File: config.mk
export PLATFORM = sky130hd
export DESIGN_NAME = tih_ctrl
export DESIGN_NICKNAME = d
export VERILOG_FILES = /design/src/sv/tih_pkg.sv /design/src/sv/tih_ctrl.sv
export SDC_FILE = /design/constraint.sdc
export NUM_CORES = 1
export LEC_CHECK = 0
export BUFFER_PORTS_ARGS = -buffer_cell sky130_fd_sc_hd__buf_2
export CAP_MARGIN = 40
export CORE_MARGIN = 4
export CORE_UTILIZATION = 50
export DETAILED_ROUTE_END_ITERATION = 16
export PLACE_DENSITY_LB_ADDON = 0.08
export SLEW_MARGIN = 20
export SYNTH_ARGS = -nofsm -noshare
export SYNTH_HDL_FRONTEND = slang
export SYNTH_SLANG_ARGS = --single-unit
File: constraint.sdc
create_clock -name clk -period 2.28 [get_ports clk]
set_input_delay 0.342 -clock clk [delete_from_list [all_inputs] [get_ports clk]]
set_output_delay 0.342 -clock clk [all_outputs]
set_load 0.1 [all_outputs]
File: src/sv/tih_pkg.sv
`timescale 1ns / 1ps
// Package for the tour insertion unit: sizes, fixed-point widths,
// controller/datapath command and status structs, helper functions.
// No dependencies.
package tih_pkg;

  localparam int MAX_NODES   = 1024;
  localparam int COORD_BITS  = 16;
  localparam int SLOT_W      = $clog2(MAX_NODES);
  localparam int CNT_W       = $clog2(MAX_NODES + 1);
  localparam int FRAC_BITS   = 8;
  localparam int D2_W        = 2 * COORD_BITS + 1;
  localparam int ROOT_STEPS  = (D2_W + 2 * FRAC_BITS + 1) / 2;
  localparam int VAL_W       = 2 * ROOT_STEPS;
  localparam int ROOT_W      = ROOT_STEPS + 1;
  localparam int REM_W       = ROOT_W + 2;
  localparam int COST_W      = ROOT_W + 3;
  localparam int STEP_W      = $clog2(ROOT_STEPS + 1);
  localparam int LEN_W       = 35;
  localparam int ADD_W       = 25;

  localparam logic STATUS_OK   = 1'b0;
  localparam logic STATUS_FULL = 1'b1;

  localparam logic MODE_NEAREST  = 1'b0;
  localparam logic MODE_CHEAPEST = 1'b1;

  typedef struct packed {
    logic start;
    logic rd;
    logic load;
    logic mul;
    logic sum;
    logic ncmp;
    logic seek;
    logic root_go;
    logic cost;
    logic link_a;
    logic link_b;
    logic finish;
  } tih_cmd_t;

  typedef struct packed {
    logic full;
    logic first;
    logic mode;
    logic fin;
    logic k_zero;
    logic near_end;
    logic cheap_end;
    logic root_done;
    logic out_free;
  } tih_stat_t;

  function automatic logic [COORD_BITS-1:0] abs_diff(input logic [COORD_BITS-1:0] a,
                                                      input logic [COORD_BITS-1:0] b);
    abs_diff = (a > b) ? (a - b) : (b - a);
  endfunction

endpackage

File: src/sv/tih_ctrl.sv
`timescale 1ns / 1ps
// Controller of the tour insertion unit: sequences the walk, root units and
// link writes through command and status structs.
// Depends on tih_pkg.
module tih_ctrl import tih_pkg::*; (
  input  logic      clk,
  input  logic      rst,
  input  logic      in_valid,
  output logic      in_stall,
  output tih_cmd_t  cmd,
  input  tih_stat_t st
);

  typedef enum logic [12:0] {
    S_IDLE  = 13'b0000000000001,
    S_RD    = 13'b0000000000010,
    S_LOAD  = 13'b0000000000100,
    S_MUL   = 13'b0000000001000,
    S_SUM   = 13'b0000000010000,
    S_NCMP  = 13'b0000000100000,
    S_SEEK  = 13'b0000001000000,
    S_RGO   = 13'b0000010000000,
    S_RWAIT = 13'b0000100000000,
    S_COST  = 13'b0001000000000,
    S_LINKA = 13'b0010000000000,
    S_LINKB = 13'b0100000000000,
    S_OUT   = 13'b1000000000000
  } state_t;

  state_t state, state_next;

  assign in_stall = state != S_IDLE;

  always_comb begin
    state_next = state;
    cmd        = '0;
    unique case (state)
      S_IDLE: begin
        if (in_valid) begin
          cmd.start  = 1'b1;
          state_next = (st.full || st.first) ? S_OUT : S_RD;
        end
      end
      S_RD: begin
        cmd.rd     = 1'b1;
        state_next = S_LOAD;
      end
      S_LOAD: begin
        cmd.load   = 1'b1;
        state_next = (st.mode == MODE_CHEAPEST && st.k_zero && !st.fin) ? S_RD : S_MUL;
      end
      S_MUL: begin
        cmd.mul    = 1'b1;
        state_next = S_SUM;
      end
      S_SUM: begin
        cmd.sum    = 1'b1;
        state_next = (st.mode == MODE_NEAREST && !st.fin) ? S_NCMP : S_RGO;
      end
      S_NCMP: begin
        cmd.ncmp   = 1'b1;
        state_next = st.near_end ? S_SEEK : S_RD;
      end
      S_SEEK: begin
        cmd.seek   = 1'b1;
        state_next = S_RD;
      end
      S_RGO: begin
        cmd.root_go = 1'b1;
        state_next  = S_RWAIT;
      end
      S_RWAIT: begin
        if (st.root_done) begin
          state_next = S_COST;
        end
      end
      S_COST: begin
        cmd.cost   = 1'b1;
        state_next = (st.fin || st.cheap_end) ? S_LINKA : S_RD;
      end
      S_LINKA: begin
        cmd.link_a = 1'b1;
        state_next = S_LINKB;
      end
      S_LINKB: begin
        cmd.link_b = 1'b1;
        state_next = S_OUT;
      end
      S_OUT: begin
        if (st.out_free) begin
          cmd.finish = 1'b1;
          state_next = S_IDLE;
        end
      end
      default: state_next = S_IDLE;
    endcase
  end

  always_ff @(posedge clk) begin
    if (rst) begin
      state <= S_IDLE;
    end else begin
      state <= state_next;
    end
  end

  a_accept_locks: assert property (@(posedge clk) disable iff (rst)
    (in_valid && !in_stall) |=> in_stall)
    else $error("second word taken during an insertion");

  a_root_wait: assert property (@(posedge clk) disable iff (rst)
    st.root_done |-> state == S_RWAIT)
    else $error("root result outside the wait state");

  a_link_order: assert property (@(posedge clk) disable iff (rst)
    cmd.link_b |-> $past(cmd.link_a))
    else $error("second link write without the first");

endmodule
==> flow_summary_export.csv, run 1 <==
group,metric,value,unit
sta,worst_endpoint_kind,"top-level output",
global_routing,antenna_found_initial,0,
synthesis,syn_area,864.6,um2
placement,place_ws,0.02094,ns
synthesis,syn_inst,106,
synthesis,synth_nets,118,
placement,place.port_buffers,24,
floorplanning,die_w,49.59,um
synthesis,synthTopCellsByArea,"dfxtp_1 30%, nor3_1 6.9%, nor2_1 6.1%, nand2b_1 4.3%, or4_4 3.9%",
global_routing,grt_max_degree,9,
clock_tree,root_buffer,"clkbuf_4",
synthesis,yosys_most_used_dff,"dfxtp_1",
placement,place_hpwl,2222,um
clock_tree,cts_buffers,3,
synthesis,avgSynthCellArea,8.156,um2
synthesis,yosys_warnings,0,
placement,globalplace.congestion,0.9143,
synthesis,ys_seq_area_share,30.10,%
synthesis,ys_seq_elements,13,
synthesis,async_flop_share,0,%
run_status,haltStage,"5_1_grt",
placement,placed_area,0.001363,mm2
floorplanning,initial_utilization,54.84,%
synthesis,synth_top_area_share,30.10,%
clock_tree,ctsLongestPathBuffers,2,
clock_tree,numClockSinks,13,
run_status,error,"[ERROR DPL-0033] detailed placement checks failed during check placement.",
floorplanning,die_h,49.59,um
clock_tree,cts_hold_buf,0,
run_status,status,"did not finish",
floorplanning,rows,14,
floorplanning,ios,25,
synthesis,yosysTopAreaCell,"dfxtp_1",
clock_tree,htree_levels,1,
synthesis,ys_types,38,
sta,crit_endpoint,"cmd[6]",
synthesis,synth-edff-count,0,
Yosys cell counts, types with 3 or more instances:
master,n
dfxtp_1,13
or4_4,3
nand2b_1,6
nor4_1,5
o21ai_0,6
nand2_1,4
a21oi_1,3
nor3_1,12
nor2_1,14
xor2_1,3
inv_1,5
repair_timing:
item | in CTS
setup buffers | 9
endpoints found under the setup margin | 12
gates resized for setup | 14
pin swaps | 7
logic make-up after synthesis:
| kind of cell | Yosys count | synth area share (%) |
|---|---|---|
| and+or+nand+nor | 64 | 46.89 |
| AOI/OAI and AO/OA | 18 | 15.48 |
| buffers and inverters | 8 | 4.485 |
| xor gates and xnor gates | 3 | 3.040 |
| DFF | 13 | 30.10 |
per-stage QoR:
stage          cells  utilization (%)  hold slack, ns
2_1_floorplan    106                -          0.4134
3_3_place_gp     154            86.43          0.5385
3_5_place_dp     154            86.43          0.5559
4_1_cts          167            94.60          0.2645
==> inputs of run 2 (changes only) <==
Settings changed: CORE_AREA set to 4 4 65 67, CORE_MARGIN 4 to unset, CORE_UTILIZATION 50 to unset, DIE_AREA set to 0 0 69 71, PLACE_DENSITY_LB_ADDON 0.08 to 0.15.
==> flow_summary_export.csv, run 2 <==
group,metric,value,unit
global_routing,grt_max_degree,10,
power_and_ir_drop,cellPowerDensity,536.4,mW/mm2
worst_setup_path,critPathKind,"flip-flop to output port",
global_routing,grt_pass1_vias,1004,
floorplanning,initial_utilization,23.79,%
worst_setup_path,critPathLaunch,"state[8]",
final_layout,final_common_cell,"buf_4",
worst_setup_path,end_kind,"output port",
clock_tree,htree_levels,1,
routing,wl,2841,um
synthesis,ys_seq_area_share,30.10,%
floorplanning,dieArea,0.004899,mm2
synthesis,syn_area,864.6,um2
placement,place_hpwl,2139,um
power_and_ir_drop,finalPower,881.2,uW
power_and_ir_drop,vdd_drop_max,0.2416,mV
final_layout,multi_input_area,711.9,um2
sta,worst_slack,-0.2081,ns
placement,globalplace.congestion,0.7993,
routing,drt-met1-wl,1278,um
global_routing,antenna_found_initial,0,
routing,top_layer_used,"met4",
routing,wl_met2,1453,um
sta,rsz0062_at_grt,"true",
synthesis,async_flop_share,0,%
final_layout,drive_above_1_share,57.59,%
synthesis,synth_nets,118,
final_layout,reg_top3,"state: 13 flops",
final_layout,fill_cells,380,
worst_setup_path,worstPathRequired,1.94,ns
sta,period_minus_slack,2.488,ns
floorplanning,die_h,71,um
placement,place_ws,0.04344,ns
power_and_ir_drop,leakage,0.0006633,uW
sta,hold-worst-slack,0.2835,ns
flow_run,max_cap_viol_count,0,
worst_setup_path,crit_arrival,2.15,ns
global_routing,grt-ovfl-total,0,
run_status,status,"complete, but fails checks",
final_layout,final_nets,171,
synthesis,yosysTopAreaCell,"dfxtp_1",
synthesis,ys_seq_elements,13,
routing,wl_met3,77,um
synthesis,ys_top_cells_by_count,"14 x nor2_1, 13 x dfxtp_1, 12 x nor3_1, 6 x nand2b_1, 6 x o21ai_0",
routing,viasPerCell,4.777,
worst_setup_path,r2r_start,"state[8]",
routing,postRouteAntennaNets,0,
synthesis,synth-edff-count,0,
sta,drv_slew,0,
routing,firstDrtPassIters,4,
clock_tree,cts_buffers,3,
final_layout,largest_register_ffs,13,
global_routing,grt_pass1_wl,4733,um
synthesis,yosys_most_used_dff,"dfxtp_1",
run_status,violations,"setup timing",
synthesis,syn_inst,106,
clock_tree,numClockSinks,13,
final_layout,area_growth,90.02,%
synthesis,avgSynthCellArea,8.156,um2
synthesis,synth_most_common_cell,"nor2_1",
global_routing,grt_use_total,12.03,%
hold_path,min-delay-start,"st[6]",
sta,fin_crit_sh,109.1,%
clock_tree,cts_tree,"done",
final_layout,n_antenna_cell,0,
floorplanning,ios,25,
clock_tree,ctsLongestPathBuffers,2,
floorplanning,die_w,69,um
synthesis,synth_top_area_share,30.10,%
routing,drt-initial-drc-count,57,
sta,clock_skew,0.007402,ns
floorplanning,rows,22,
sta,fmax,0.4019,GHz
sta,tightest_slew,0.5032,ns
sta,slew_headroom,66.14,%
final_layout,final_cell_mix,"24 x buf_4, 13 x buf_12, 11 x buf_2",
final_layout,regMostFlops,"state",
worst_setup_path,crit_fanout,3,
clock_tree,root_buffer,"clkbuf_8",
synthesis,synthTopCellsByArea,"dfxtp_1 30%, nor3_1 6.9%, nor2_1 6.1%, nand2b_1 4.3%, or4_4 3.9%",
clock_tree,cts.clk_slew.worst_paths,0.06,ns
sta,setup_viol,8,
sta,hold_violations,0,
synthesis,ys_types,38,
worst_setup_path,start_kind,"flip-flop",
routing,drc,0,
routing,wl_per_cell,13.79,um
floorplanning,coreArea,0.003633,mm2
routing,vias,984,
clock_tree,clk_latency,0.25,ns
final_layout,regArea,264.0,um2
placement,place.port_buffers,24,
final_layout,final_area,0.001643,mm2
synthesis,yosys_warnings,0,
placement,placed_area,0.001463,mm2
hold_path,hold_class,"primary input to flip-flop",
==> run 2: worst paths after layout <==
| path | to | slack (ns) | depth (start not counted) |
|---|---|---|---|
| worst min register to register | state[6] | 0.73 | 3 |
| worst max register to register | state[1] | 0.12 | 10 |
| worst max-delay path | cmd[5] | -0.21 | 5 |
| worst min-delay path | state[5] | 0.28 | 2 |
==> run 2: through the flow <==
stage | util, % | setup TNS, ns | instances
after detailed placement | 40.25 | 0 | 194
after global placement | 40.25 | 0 | 194
after floorplan | - | -1.851 | 106
after global routing | 45.21 | -1.534 | 206
final | 45.21 | -1.076 | 206
after CTS | 43.60 | -1.319 | 203
==> run 2: final cells by class <==
| type | count | share of cell area (%) |
|---|---|---|
| sequential | 13 | 16.07 |
| multi-input combinational | 85 | 43.34 |
| inverter | 5 | 1.980 |
| tap | 48 | 3.656 |
| clock buffer | 4 | 2.742 |
| timing repair buffer | 51 | 32.22 |
==> run 2: what timing repair did <==
action / CTS / global route
gates resized for setup: 12 / 9
setup buffers: 5 / 3
pin swaps: 7 / 4
hold buffers: 0 / 0
gates cloned: 0 / 0
setup endpoints to repair: 12 / 13
==> run 2: worst max-delay path, cell delays in order, from the launching register on <==
cell     delay (ns)
dfxtp_2        0.32
or4_4          0.53
or2_4          0.27
or4_4          0.47
nor2_4         0.13
buf_12         0.18
==> run 2: power breakdown <==
| group | switching [uW] | internal, uW | leakage (uW) |
|---|---|---|---|
| clock network | 93.3 | 124 | 0.0000228 |
| logic | 211 | 201 | 0.000534 |
| registers | 16.5 | 236 | 0.000107 |
==> run 2: routing by layer <==
metal / GRT usage, % / up-vias
met3: 2.841 / 4
met4: 3.905 / 0
met2: 20.44 / 17
met5: 0 / -
met1: 14.98 / 464
li1: - / 499
==> run 2: cell families (layout without fill, tap and decap cells) <==
logic type	Yosys count	in the layout	synth area share, %
buffers and inverters	8	60	4.485
XOR/XNOR	3	3	3.040
AND/OR/NAND/NOR	64	64	46.89
flip-flops	13	13	30.10
AO/OA/AOI/OAI	18	18	15.48
Power figures use the tool's default switching activity.
==> inputs of run 3 (changes only) <==
Settings changed: CORE_AREA 4 4 65 67 to 2 2 63 65, DIE_AREA 0 0 69 71 to 0 0 65 67.
==> flow_summary_export.csv, run 3 (synthesis gave the netlist of run 2 again) <==
group,metric,value,unit
run_status,status,"complete, but fails checks",
run_status,violations,"setup timing",
routing,wl_met3,141,um
final_layout,finalNonFillerCells,203,
worst_setup_path,critPathBufInv,1,
sta,fin_setup_tns,-0.9603,ns
worst_setup_path,critPathTopFamily,"simple AND/OR/NAND/NOR gates",
global_routing,antenna_found_initial,0,
final_layout,n_antenna_cell,0,
final_layout,final_cell_mix,"21 x buf_4, 12 x buf_12, 11 x buf_2",
routing,postRouteAntennaNets,0,
global_routing,grt_pass1_wl,4374,um
floorplanning,die_h,67,um
worst_setup_path,end_kind,"output port",
hold_path,hold_class,"primary input to flip-flop",
worst_setup_path,worstPathRequired,1.94,ns
placement,place_hpwl,2080,um
placement,place.port_buffers,24,
final_layout,final_nets,168,
routing,drt-met1-wl,1194,um
worst_setup_path,critPathKind,"flip-flop to output port",
floorplanning,rows,22,
final_layout,final_area,0.001602,mm2
global_routing,grt_max_degree,10,
global_routing,grt_pass1_vias,951,
power_and_ir_drop,vdd_drop_max,0.1905,mV
power_and_ir_drop,cellPowerDensity,533.2,mW/mm2
placement,numPlacedInstances,190,
floorplanning,dieArea,0.004355,mm2
sta,worst_slack,-0.2040,ns
final_layout,final_common_cell,"buf_4",
sta,fin_crit_sh,108.9,%
power_and_ir_drop,leakage,0.0006381,uW
worst_setup_path,cp_cell_sequence,"or4_4, or2_4, or4_4, nor2_4, buf_12",
flow_run,max_cap_viol_count,0,
sta,period_minus_slack,2.484,ns
sta,slew_headroom,64.63,%
floorplanning,initial_utilization,23.98,%
final_layout,area_growth,85.24,%
worst_setup_path,worst_path_max_delay_cell,"or4_4",
routing,drc,0,
placement,globalplace.congestion,0.7336,
worst_setup_path,start_kind,"flip-flop",
floorplanning,ios,25,
final_layout,regMostFlops,"state",
routing,firstDrtPassIters,4,
final_layout,reg_top3,"state: 13 flops",
sta,tightest_slew,0.5258,ns
sta,drv_slew,0,
global_routing,grt_use_total,13.32,%
final_layout,largest_register_ffs,13,
routing,wl,2713,um
sta,hold-worst-slack,0.2851,ns
clock_tree,numClockSinks,13,
sta,fmax,0.4026,GHz
floorplanning,die_w,65,um
worst_setup_path,crit_path_frequent_cell,"or4_4",
clock_tree,cts.clk_slew.worst_paths,0.06,ns
routing,wl_per_cell,13.36,um
routing,wl_met2,1344,um
sta,clock_skew,0.002830,ns
routing,vias,982,
clock_tree,ctsLongestPathBuffers,2,
worst_setup_path,crit_fanout,3,
sta,rsz0062_at_grt,"true",
placement,placed_area,0.001433,mm2
final_layout,drive_above_1_share,56.13,%
worst_setup_path,crit_arrival,2.14,ns
floorplanning,coreArea,0.003606,mm2
routing,top_layer_used,"met4",
clock_tree,root_buffer,"clkbuf_8",
sta,hold_violations,0,
worst_setup_path,slowest_delay,0.53,ns
clock_tree,cts_tree,"done",
sta,setup_viol,7,
clock_tree,cts_buffers,3,
global_routing,grt-ovfl-total,0,
clock_tree,cts_hold_buf,0,
clock_tree,htree_levels,1,
clock_tree,clk_latency,0.24,ns
routing,viasPerCell,4.837,
routing,drt-initial-drc-count,60,
## run 3: what timing repair did
item,in CTS,in global routing
pin swaps,8,6
endpoints found under the setup margin,12,14
buffers inserted,5,4
resized for setup,10,8
## run 3: worst paths after layout
path | from | endpoint | slack (ns) | cells past startpoint
setup / recovery | state[8] | cmd[5] | -0.20 | 5
hold reg to reg | state[3] | state[2] | 0.70 | 2
setup reg to reg | state[8] | state[1] | 0.16 | 6
hold / removal | st[6] | state[5] | 0.29 | 2
## run 3: final cells by class
| class | instances | area (um2) |
|---|---|---|
| tap | 48 | 60.06 |
| inverter | 5 | 32.53 |
| sequential | 13 | 266.5 |
| clock buffer | 4 | 45.04 |
| fill | 353 | 2004 |
| multi-input combinational | 85 | 699.4 |
| timing repair buffer | 48 | 498.0 |
## run 3: layer usage
metal / global-route usage [%] / up-vias
met2: 22.81 / 28
met4: 5.585 / 0
met1: 16.57 / 462
li1: - / 490
met5: 0 / -
met3: 2.027 / 2
## run 3: report_power, final
part | total [uW] | switching [uW] | internal, uW
registers | 252 | 15.6 | 237
clock network | 208 | 84.4 | 123
logic | 394 | 208 | 185
total | 854 | 309 | 545
## run 3: stage by stage
stage	setup WS, ns	utilization (%)	total power (uW)
6_report	-0.2040	44.41	853.9
5_1_grt	-0.2482	44.41	900.4
4_1_cts	-0.2059	42.89	833.0
3_5_place_dp	0.04196	39.73	582.3
3_3_place_gp	0.05994	39.73	581.2
2_1_floorplan	-0.4324	-	496.7
